<file path="src/sv/teu_pkg.sv">
// shared types, constants and the hardware trap-type table for the trap entry unit
`default_nettype none

package teu_pkg;

   localparam int unsigned TRAP_BASE_W  = 20;
   localparam int unsigned TRAP_TYPE_W  = 8;
   localparam int unsigned WINDOW_W     = 5;
   localparam int unsigned ADDR_W       = 32;
   localparam int unsigned HW_TABLE_SIZE = 22;
   localparam int unsigned HW_INDEX_W   = 5;
   localparam int unsigned REQ_DATA_W   = 80;
   localparam int unsigned RSP_DATA_W   = 152;

   localparam logic [ADDR_W-1:0] JUMP_STEP = 32'd4;

   // fixed hardware trap types, indexed by trap code
   localparam logic [TRAP_TYPE_W-1:0] HW_TYPES [HW_TABLE_SIZE] = '{
      8'h00, 8'h2B, 8'h3C, 8'h21, 8'h20, 8'h01, 8'h03, 8'h02, 8'h04, 8'h24, 8'h25,
      8'h0B, 8'h05, 8'h06, 8'h07, 8'h08, 8'h28, 8'h29, 8'h2C, 8'h09, 8'h0A, 8'h2A
   };

   typedef enum logic {
      CMD_SIGNAL  = 1'b0,
      CMD_TRIGGER = 1'b1
   } command_type;

   // request fields, last field in the lowest bits
   typedef struct packed {
      logic [ADDR_W-1:0]      next_counter;
      logic [ADDR_W-1:0]      program_counter;
      logic [WINDOW_W-1:0]    window_pointer;
      logic                   supervisor;
      logic                   enable_traps;
      logic [TRAP_TYPE_W-1:0] trap_code;
   } req_item_type;

   // result fields, last field in the lowest bits
   typedef struct packed {
      logic [ADDR_W-1:0]      jump_npc;
      logic [ADDR_W-1:0]      jump_pc;
      logic [ADDR_W-1:0]      saved_npc;
      logic [ADDR_W-1:0]      saved_pc;
      logic                   taken;
      logic [WINDOW_W-1:0]    new_window;
      logic                   previous_supervisor;
      logic                   new_supervisor;
      logic                   new_enable;
      logic [TRAP_TYPE_W-1:0] trap_type;
      logic                   pending;
      logic                   status;
   } rsp_item_type;

   // architectural trap state carried between beats
   typedef struct packed {
      logic                   halted;
      logic                   pending;
      logic [TRAP_TYPE_W-1:0] held_type;
   } trap_state_type;

endpackage

`default_nettype wire

</file>
<file path="src/sv/teu_step.sv">
// one-pass trap signal / trap entry logic: result and next trap state from one beat
`default_nettype none

module teu_step
   import teu_pkg::*;
#(
   parameter int unsigned WINDOW_COUNT = 8
) (
   input  command_type             command,
   input  req_item_type            item,
   input  trap_state_type          state,
   input  logic [TRAP_BASE_W-1:0]  trap_base,
   output trap_state_type          state_next,
   output rsp_item_type            result
);

   localparam int unsigned WIN_VALUES = 1 << WINDOW_W;
   localparam logic [WINDOW_W-1:0] LAST_WINDOW = WINDOW_W'(WINDOW_COUNT - 1);

   logic [WINDOW_W-1:0]    win_mod [WIN_VALUES];
   logic [WINDOW_W-1:0]    win_reduced;
   logic [WINDOW_W-1:0]    win_dec;
   logic [TRAP_TYPE_W-1:0] signal_type;
   logic [ADDR_W-1:0]      tbr;

   // window pointer reduced modulo the window count, built at elaboration
   for (genvar i = 0; i < WIN_VALUES; i++) begin : g_win_mod
      assign win_mod[i] = WINDOW_W'(i % WINDOW_COUNT);
   end

   assign win_reduced = win_mod[item.window_pointer];
   assign win_dec     = (win_reduced == '0) ? LAST_WINDOW : win_reduced - 1'b1;

   assign signal_type = (item.trap_code < TRAP_TYPE_W'(HW_TABLE_SIZE))
                        ? HW_TYPES[item.trap_code[HW_INDEX_W-1:0]]
                        : item.trap_code;

   assign tbr = {trap_base, state.held_type, 4'b0000};

   always_comb begin
      state_next                 = state;
      result                     = '0;
      result.new_enable          = item.enable_traps;
      result.new_supervisor      = item.supervisor;
      result.new_window          = item.window_pointer;

      if (state.halted) begin
         result.status = 1'b1;
      end else begin
         case (command)
            CMD_SIGNAL: begin
               state_next.held_type = signal_type;
               state_next.pending   = 1'b1;
            end
            CMD_TRIGGER: begin
               if (item.enable_traps) begin
                  result.new_enable          = 1'b0;
                  result.previous_supervisor = item.supervisor;
                  result.new_supervisor      = 1'b1;
                  result.new_window          = win_dec;
                  result.taken               = 1'b1;
                  result.saved_pc            = item.program_counter;
                  result.saved_npc           = item.next_counter;
                  result.jump_pc             = tbr;
                  result.jump_npc            = tbr + JUMP_STEP;
               end else begin
                  // entry with traps disabled: error mode
                  state_next.halted = 1'b1;
                  result.status     = 1'b1;
                  result.new_enable = 1'b0;
               end
            end
            default: begin
               state_next = state;
            end
         endcase
      end

      result.pending   = state_next.pending;
      result.trap_type = state_next.held_type;
   end

endmodule

`default_nettype wire

</file>
<file path="src/sv/trap_entry_unit.sv">
// top level of the trap entry unit: beat registers, trap state and result register
`default_nettype none

// trap entry unit: a signal beat (tuser 0) loads the trap type into the TT
// field and raises pending; a trigger beat (tuser 1) performs trap entry when
// ET is set and jumps to TBR and TBR+4, or halts in error mode when ET is
// clear, after which every beat returns status 1 until reset. every request
// beat gives exactly one response beat. a beat is captured in the request
// register, passes the combinational trap logic and lands in the response
// register, or waits in the request register while that one is full. the
// single pass through the trap logic sets the rate at one beat per cycle
// while responses are drained. while a response waits the request register
// still takes one beat, then the request side stalls until the response is
// taken. csr writes load the TBA field; the user must make them only while no
// beat is in flight, since the block itself does not enforce this.

module trap_entry_unit
   import teu_pkg::*;
#(
   parameter int unsigned WINDOW_COUNT = 8
) (
   input  logic                    clock,
   input  logic                    reset,
   // request channel
   input  logic                    req_tvalid,
   output logic                    req_tready,
   // trap_code[7:0], enable_traps[8], supervisor[9], window_pointer[14:10],
   // program_counter[46:15], next_counter[78:47], zero[79]
   input  logic [REQ_DATA_W-1:0]   req_tdata,
   // command[0]: 0 signal a trap, 1 trigger trap entry
   input  logic [0:0]              req_tuser,
   // response channel
   output logic                    rsp_tvalid,
   input  logic                    rsp_tready,
   // status[0], pending[1], trap_type[9:2], new_enable[10], new_supervisor[11],
   // previous_supervisor[12], new_window[17:13], taken[18], saved_pc[50:19],
   // saved_npc[82:51], jump_pc[114:83], jump_npc[146:115], zero[151:147]
   output logic [RSP_DATA_W-1:0]   rsp_tdata,
   // trap base address write
   input  logic                    csr_write_en,
   input  logic [TRAP_BASE_W-1:0]  csr_write_data
);

   localparam int unsigned REQ_ITEM_W = $bits(req_item_type);
   localparam int unsigned RSP_ITEM_W = $bits(rsp_item_type);

   // request register
   logic            req_valid_ff;
   logic            req_valid_in;
   req_item_type    req_item_ff;
   command_type     req_cmd_ff;

   // response register
   logic            rsp_valid_ff;
   logic            rsp_valid_in;
   rsp_item_type    rsp_item_ff;

   // trap state and tba
   trap_state_type          state_ff;
   trap_state_type          state_in;
   logic [TRAP_BASE_W-1:0]  trap_base_ff;

   trap_state_type  step_state;
   rsp_item_type    step_result;

   logic            req_fire;
   logic            advance;

   // the request register moves on when the response register is free or drains
   assign advance    = req_valid_ff && (!rsp_valid_ff || rsp_tready);
   assign req_tready = !req_valid_ff || advance;
   assign req_fire   = req_tvalid && req_tready;

   assign req_valid_in = req_fire || (req_valid_ff && !advance);
   assign rsp_valid_in = advance || (rsp_valid_ff && !rsp_tready);
   assign state_in     = advance ? step_state : state_ff;

   teu_step #(
      .WINDOW_COUNT (WINDOW_COUNT)
   ) u_step (
      .command    (req_cmd_ff),
      .item       (req_item_ff),
      .state      (state_ff),
      .trap_base  (trap_base_ff),
      .state_next (step_state),
      .result     (step_result)
   );

   always_ff @(posedge clock) begin
      if (reset) begin
         req_valid_ff <= 1'b0;
         rsp_valid_ff <= 1'b0;
         state_ff     <= '0;
         trap_base_ff <= '0;
      end else begin
         req_valid_ff <= req_valid_in;
         rsp_valid_ff <= rsp_valid_in;
         state_ff     <= state_in;
         if (csr_write_en) begin
            trap_base_ff <= csr_write_data;
         end
      end
   end

   // payload registers, no reset
   always_ff @(posedge clock) begin
      if (req_fire) begin
         req_item_ff <= req_item_type'(req_tdata[REQ_ITEM_W-1:0]);
         req_cmd_ff  <= command_type'(req_tuser[0]);
      end
      if (advance) begin
         rsp_item_ff <= step_result;
      end
   end

   assign rsp_tvalid = rsp_valid_ff;
   assign rsp_tdata  = {{(RSP_DATA_W - RSP_ITEM_W){1'b0}}, rsp_item_ff};

   // error mode is left only through reset
   a_halt_sticky : assert property (@(posedge clock) disable iff (reset)
      state_ff.halted |=> state_ff.halted)
      else $error("halted flag cleared without reset");

   // every beat processed in error mode reports status 1
   a_halt_status : assert property (@(posedge clock) disable iff (reset)
      advance && state_ff.halted |=> rsp_item_ff.status)
      else $error("beat processed while halted without halted status");

   // trap state only moves when a beat passes through the trap logic
   a_state_hold : assert property (@(posedge clock) disable iff (reset)
      !advance |=> $stable(state_ff))
      else $error("trap state changed without a beat");

   // trap entry and error mode never come together
   a_taken_ok : assert property (@(posedge clock) disable iff (reset)
      rsp_valid_ff && rsp_item_ff.taken |-> !rsp_item_ff.status)
      else $error("taken trap reported with halted status");

   // an empty response register never holds back the request side
   a_ready_free : assert property (@(posedge clock) disable iff (reset)
      !rsp_valid_ff |-> req_tready)
      else $error("request stalled with empty response register");

endmodule

`default_nettype wire

</file>
<file path="config.mk">
export PLATFORM = sky130hd
export DESIGN_NAME = trap_entry_unit
export DESIGN_NICKNAME = d
export VERILOG_FILES = /design/src/sv/teu_pkg.sv /design/src/sv/teu_step.sv /design/src/sv/trap_entry_unit.sv
export SDC_FILE = /design/constraint.sdc
export NUM_CORES = 1
export LEC_CHECK = 0
export ABC_AREA = 0
export BUFFER_PORTS_ARGS = -buffer_cell sky130_fd_sc_hd__clkbuf_2
export CORE_ASPECT_RATIO = 0.8
export CORE_UTILIZATION = 50
export CTS_BUF_LIST = sky130_fd_sc_hd__clkbuf_2
export CTS_CLUSTER_SIZE = 28
export DETAILED_ROUTE_END_ITERATION = 8
export GPL_TIMING_DRIVEN = 0
export HOLD_SLACK_MARGIN = 0.05
export PLACE_DENSITY = 0.87
export SLEW_MARGIN = 40
export SYNTH_ARGS = -nofsm -noshare
export SYNTH_HDL_FRONTEND = slang
export SYNTH_SLANG_ARGS = --single-unit
</file>
<file path="constraint.sdc">
create_clock -name clock -period 5.15 [get_ports clock]
set_clock_uncertainty 0.15 [all_clocks]
set_input_delay 0.2575 -clock clock [delete_from_list [all_inputs] [get_ports clock]]
set_output_delay 0.2575 -clock clock [all_outputs]
set_load 0.05 [all_outputs]
</file>
==> results of run 1 <==
==> synth_stat cells (all sizes together) <==
master	number	area (sq um)
a211oi	3	22.5
mux2i	22	220
o221a	1	11.3
a311oi	2	17.5
ha	8	100
conb	1	3.75
nor2b	2	12.5
a21o	1	7.51
or2	1	6.26
nor3	2	10.0
and2	95	594
nand2	19	71.3
a311o	2	21.3
a21oi	11	55.1
o41ai	1	8.76
buf	44	318
nand2b	4	25.0
clkbuf	15	57.6
dfxtp	32	641
mux2	1	11.3
o221ai	1	8.76
o21a	2	15.0
nand4	1	6.26
a2111o	1	11.3
o31ai	2	15.0
or4	1	11.3
o211ai	1	7.51
o21ai	9	45.0
o211a	1	10.0
edfxtp	192	5770
nor2	38	143
inv	14	52.6
a31oi	2	12.5
and3	1	6.26
nand3	4	20.0
a21boi	1	7.51
==> through the flow <==
stage / instance area, sq um / worst slack (ns)
after detailed placement: 9950 / 2.68
after floorplan: 8390 / 1.54
after global placement: 9890 / 0.836
==> cell families after synthesis <==
family                     after synthesis  synth area share [%]
other                                    1                0.0449
buffers and inverters                   73                  5.12
DFF                                    224                  76.7
muxes                                   23                  2.77
AOI/OAI and AO/OA                       41                  3.31
and+or+nand+nor                        168                  10.8
adders and majority gates                8                  1.20
==> flow_summary.ini, run 1 <==
[logic_synthesis]
synth_seq_cells = 224
ys_seq_area_share_pct = 76.7
synth_cell_type_count = 41
syn_area_per_cell_sq_um = 15.5
yosysWarnings = 0
netlist_instances = 538
netlist_area_sq_mm = 0.00835

[status]
lastStage = clock tree synthesis (4_1_cts)
error_line = [ERROR RSZ-0060] Max buffer count reached.
status = aborted with a tool error

[placement]
place_inst = 1011
globalplace.congestion = 0.852
port_buffers = 245
hpwl_um = 11800

[clock_tree]
clk_path_buf_depth = 3
clock-sinks = 224
root_buffer = clkbuf_2
cts_resized = 0
post-cts-setup-buffer-count = 0
htreeDepth = 2
hold_buffers = 223
cts_inserted_buffers = 53

[floorplanning]
pin_count = 260
die_w_um = 146
die_h_um = 118
row_count = 41
initial_core_util_pct = 52.0
==> inputs of run 2 (changes only) <==
--- a/config.mk
+++ b/config.mk
@@ -7,14 +7,10 @@
 export LEC_CHECK = 0
 export ABC_AREA = 0
 export BUFFER_PORTS_ARGS = -buffer_cell sky130_fd_sc_hd__clkbuf_2
-export CORE_ASPECT_RATIO = 0.8
-export CORE_UTILIZATION = 50
-export CTS_BUF_LIST = sky130_fd_sc_hd__clkbuf_2
-export CTS_CLUSTER_SIZE = 28
+export CORE_UTILIZATION = 35
 export DETAILED_ROUTE_END_ITERATION = 8
 export GPL_TIMING_DRIVEN = 0
-export HOLD_SLACK_MARGIN = 0.05
-export PLACE_DENSITY = 0.87
+export PLACE_DENSITY_LB_ADDON = 0.15
 export SLEW_MARGIN = 40
 export SYNTH_ARGS = -nofsm -noshare
 export SYNTH_HDL_FRONTEND = slang
==> run 2 against run 1 <==
The flow now finishes without violations. Synthesized cell count unchanged. Synthesized area unchanged.
==> flow_summary.ini, run 2 <==
[clock_tree]
htreeDepth = 1
cts_inserted_buffers = 24
path_clk_slew_ns = 0.06
cts_resized = 0
clk_path_buf_depth = 3
insertion_delay_ns = 0.51
clock-sinks = 224
root_buffer = clkbuf_16
cts_tree = done

[worst_setup_path]
cp_slowest_cell = clkbuf_1
path_delay_family = buffers and inverters
worstSetupEndpointType = flip-flop
required_ns = 5.38
r2r_start = req_cmd_ff
worstSetupPathType = flip-flop to flip-flop
cp_num_buf_inv = 3
crit_start = req_cmd_ff
cpMostUsedCell = clkbuf_1
max_stage_delay_ns = 0.42
path_cells = nand3_1, inv_1, clkbuf_1, clkbuf_1, and2_1
crit_arrival_ns = 2.61
critPathLaunchType = flip-flop
cp_max_fo = 10

[logic_synthesis]
yosys.area.top_type_share_pct = 69.0
yosysMostFrequentCell = edfxtp_1
postSynth.asyncResetShare_pct = 0
synth_area_leaders = edfxtp_1 (69%), dfxtp_1 (7.7%), and2_1 (7.1%)
synth_common_cells = edfxtp_1 (192), and2_1 (95), buf_4 (40)
netlist_instances = 538
synth_area_leader_cell = edfxtp_1
synth-main-ff-cell = edfxtp_1
synth_seq_cells = 224
ys_seq_area_share_pct = 76.7
synth_edf_count = 192
synth_cell_type_count = 41
yosysWarnings = 0
netlist_area_sq_mm = 0.00835
syn_area_per_cell_sq_um = 15.5

[final_layout]
final_cells = 1264
layout_common_cells = clkbuf_2 (246), edfxtp_1 (192), dlygate4sd3_1 (104)
syn_to_final_growth_pct = 42.3
final_core_util_pct = 50.8
nNetsFinal = 1041
antenna-diode-count = 0
multiInputGateArea_sq_mm = 0.00156
regArea_sq_mm = 0.00641
largest_register_ffs = 112
final_common_cell = clkbuf_2
drive_above_1_share_pct = 35.1
fillCellCount = 2039

[floorplanning]
initial_core_util_pct = 35.7
row_count = 56
die_w_um = 156
die_h_um = 156
pin_count = 260
core_area_sq_mm = 0.0234
dieArea_sq_mm = 0.0245

[worst_hold_path]
worstHoldStart = csr_write_en
min_path_type = input pin to flip-flop

[global_route]
antenna_found_initial = 0
grt_use_total_pct = 14.4
grt_pass1_vias = 5508
grt_max_degree = 60
grt_overflow = 0
grt_pass1_wl_um = 27700

[timing]
slew_headroom_pct = 52.0
maxSlewViolCount = 0
grt_setup_unrepaired = false
hold_violations = 0
setup_tns_ns = 0
finalCriticalPeriod_ns = 2.39
holdWs_ns = 0.211
worstMarginPinSlew_ns = 0.721
fmax_mhz = 419
post-route-period-util_pct = 46.4
setup-violations-final = 0

[route]
drc = 0
vias = 5428
post_drt_wl_per_cell_um = 14.0
drt-pass1-iter-count = 4
antenna_left = 0
drt_iter0_drc = 183
wl_um = 17700
routed_via_density = 4.29

[placement]
globalplace.congestion = 0.861
place_inst = 1116
port_buffers = 245
hpwl_um = 11800

[status]
status = completed

[power_and_ir_drop]
ir_drop_mv = 0.279
finalPower_uw = 4280
p_per_area_mw_per_mm2 = 360
p_leak_uw = 0.00497

[job]
max-cap-violations = 0
## run 2: worst paths after layout
| kind | cells after the start | endpoint | slack (ns) |
|---|---|---|---|
| max | 5 | rsp_tdata[101] | 2.76 |
| min reg2reg | 2 | state_ff[8] | 0.31 |
| min | 3 | trap_base_ff[9] | 0.21 |
| max reg2reg | 5 | rsp_tdata[101] | 2.76 |
## run 2: cells by family (layout without fill, tap and decap cells)
family | Yosys count | in the layout | share of synthesized area, %
flops | 224 | 224 | 76.7
simple gates | 168 | 168 | 10.8
buf+inv | 73 | 469 | 5.12
compound gates | 41 | 41 | 3.31
mux | 23 | 23 | 2.77
fa+ha+maj | 8 | 8 | 1.20
other cells | 1 | 12 | 0.0449
## run 2: where the power goes
part | switching (uW) | internal (uW)
clock network | 670 | 949
logic | 365 | 181
registers | 35.1 | 2080
## run 2: area by class of cell
| type | count | area share, % |
|---|---|---|
| well taps | 319 | 3.36 |
| inverters | 14 | 0.505 |
| multi-input cells | 252 | 13.1 |
| plain buffers | 59 | 3.16 |
| clock buffers | 37 | 5.98 |
| flip-flops and latches | 224 | 53.9 |
| repair buffers | 352 | 19.6 |
| clock inverters | 7 | 0.316 |
## run 2: what timing repair did
item	CTS	global route
endpoints found under the setup margin	0	0
buffers inserted	0	0
hold buffers	104	0
endpoints found under the hold margin	103	0
## run 2: worst reg2reg max path, cell delays in order, from the launching register on
cell      delay [ns]
edfxtp_1        0.39
nand3_1         0.33
inv_1           0.39
clkbuf_1        0.43
clkbuf_1        0.37
and2_1          0.19
## run 2: layer usage
metal	GRT usage, %	vias to the layer above	wire length (um)
met1	16.6	2527	7110
met5	0	-	0
met4	4.86	0	368
met2	24.4	232	8430
met3	5.43	34	1810
li1	-	2635	-
## run 2: metrics by stage
step	setup slack [ns]	area, sq um
6_report	2.76	11900
5_1_grt	2.47	11900
4_1_cts	2.66	11900
3_5_place_dp	2.67	10100
3_3_place_gp	0.500	10000
2_1_floorplan	1.54	8390
Note: power is estimated with default switching activity, not from simulation.
==> inputs of run 3 (changes only) <==
==> constraint.sdc (replaced) <==
create_clock -name clock -period 2 [get_ports clock]
set_clock_uncertainty 0.15 [all_clocks]
set_input_delay 0.1 -clock clock [delete_from_list [all_inputs] [get_ports clock]]
set_output_delay 0.1 -clock clock [all_outputs]
set_load 0.05 [all_outputs]
==> run 3 against run 2 <==
Hold slack worse by 0.085 ns. Register-to-register slack worse by 2.7 ns. Wire length up 0.45%. Critical path type unchanged. Largest cell class unchanged. Highest routed layer unchanged.
==> flow_summary.ini, run 3 (synthesis results as in run 2) <==
[status]
status = completed

[power_and_ir_drop]
p_comb_share_pct = 13.2
p_leak_uw = 0.00518
p_per_area_mw_per_mm2 = 913
p_clk_share_pct = 38.3
p_int_uw = 8360
power.share.switching_pct = 25.5
switching_power_uw = 2870
ir_drop_mv = 0.783
seq_power_share_pct = 48.5

[timing]
holdWs_ns = 0.126
fmax_mhz = 524
grt_setup_unrepaired = false
finalCriticalPeriod_ns = 1.91
worstMarginPinSlew_ns = 0.735
setup-violations-final = 0
setup_tns_ns = 0
setup_slack_ns = 0.0906
hold_violations = 0
maxSlewViolCount = 0
post-route-period-util_pct = 95.5
slew_headroom_pct = 51.0

[worst_setup_path]
worstSetupEndpointType = flip-flop
crit_arrival_ns = 2.04
rr_worst_depth = 4
worstSetupPathType = flip-flop to flip-flop
required_ns = 2.13
cp_max_fo = 4
rrSetupSlack_ns = 0.09
reg2reg_to = rsp_tdata[5]
critPathLaunchType = flip-flop
crit_start = req_item_ff[7]
critPathCapture = rsp_tdata[5]
r2r_start = req_item_ff[7]

[placement]
hpwl_um = 11900
port_buffers = 245
globalplace.congestion = 0.803
pre_cts_ws_ns = -0.573

[clock_tree]
clock-sinks = 224
clk_path_buf_depth = 3
insertion_delay_ns = 0.53
cts_tree = done
htreeDepth = 1
root_buffer = clkbuf_16
path_clk_slew_ns = 0.06
cts_inserted_buffers = 25

[floorplanning]
initial_core_util_pct = 35.7
dieArea_sq_mm = 0.0245
core_area_sq_mm = 0.0234
die_w_um = 156
row_count = 56
pin_count = 260
die_h_um = 156

[route]
drt-pass1-iter-count = 4
wl_um = 17800
drc = 0
drt_iter0_drc = 134
post_drt_wl_per_cell_um = 13.8
routed_via_density = 4.25
antenna_left = 0
vias = 5491

[final_layout]
syn_to_final_growth_pct = 47.3
fillCellCount = 2034
drive_above_1_share_pct = 36.3
nNetsFinal = 1071
final_common_cell = clkbuf_2
largest_register_ffs = 112
antenna-diode-count = 0
layout_common_cells = clkbuf_2 (250), edfxtp_1 (192), dlygate4sd3_1 (125)

[worst_hold_path]
min_path_cells = 2
min_path_type = input pin to flip-flop

[global_route]
grt_max_degree = 43
antenna_found_initial = 0
grt_pass1_wl_um = 27600
grt_overflow = 0
grt_pass1_vias = 5651
grt_use_total_pct = 14.4

[job]
max-cap-violations = 0
==> run 3: cell count changes in the layout (fill, tap and decap cells not counted), sizes merged <==
cell         change
dlygate4sd3     +21
clkinvlp         +1
bufinv           +1
inv              +1
clkbuf           -6
buf              +8
clkinv           +3
==> run 3: final cells by class <==
cell class / instances / area, sq um / area share (%)
Multi-Input combinational cell: 252 / 1610 / 13.1
Tap cell: 319 / 399 / 3.25
Sequential cell: 224 / 6410 / 52.1
Timing Repair Buffer: 381 / 2670 / 21.7
Buffer: 59 / 380 / 3.09
Clock buffer: 31 / 658 / 5.35
Clock inverter: 13 / 108 / 0.875
Inverter: 14 / 58.8 / 0.478
==> run 3: per-stage QoR <==
stage / cell area (sq um) / power (uW) / utilization [%] / cells
floorplan: 8420 / 6430 / - / 549
global placement: 10000 / 6760 / 42.9 / 1113
detailed placement: 10200 / 6820 / 43.6 / 1120
CTS: 12300 / 11400 / 52.4 / 1292
global route: 12300 / 11700 / 52.6 / 1293
finish: 12300 / 11200 / 52.6 / 1293
==> run 3: worst min path at each step <==
stage / endpoint / slack [ns] / from
detailed placement: req_item_ff[75] / 0.13 / req_tdata[75]
global placement: req_item_ff[45] / 0.13 / req_tdata[45]
finish: req_item_ff[66] / 0.13 / req_tdata[66]
CTS: req_item_ff[42] / 0.10 / req_tdata[42]
floorplan: req_cmd_ff / 0.05 / req_tuser
global route: req_item_ff[14] / 0.12 / req_tdata[14]
==> run 3: layer usage <==
metal,part of all wire (%),vias to the layer above,GRT usage [%]
li1,-,2701,-
met3,8.9,40,4.82
met1,40,2533,16.4
met5,0,-,0
met4,2.5,0,4.76
met2,48,217,25.1
==> run 3: worst max-delay path, stage by stage (launching register included) <==
cell      delay (ns)
edfxtp_1        0.46
or4_4           0.57
o21ai_0         0.18
o211ai_1        0.16
o21a_1          0.15
==> run 3: timing repair <==
item | 4_1_cts | 5_1_grt
resized for setup | 7 | 6
setup buffers | 3 | 1
hold endpoints to repair | 109 | 0
setup endpoints to repair | 116 | 33
pin swaps | 0 | 1
hold buffers | 125 | 0
==> run 3: power groups by stage <==
stage          combinational [uW]  clock (uW)  sequential, uW
6_report                     1490        4300            5440
5_1_grt                      1590        4610            5460
4_1_cts                      1490        4450            5440
3_5_place_dp                 1280           0            5540
3_3_place_gp                 1220           0            5550
2_1_floorplan                 480           0            5950
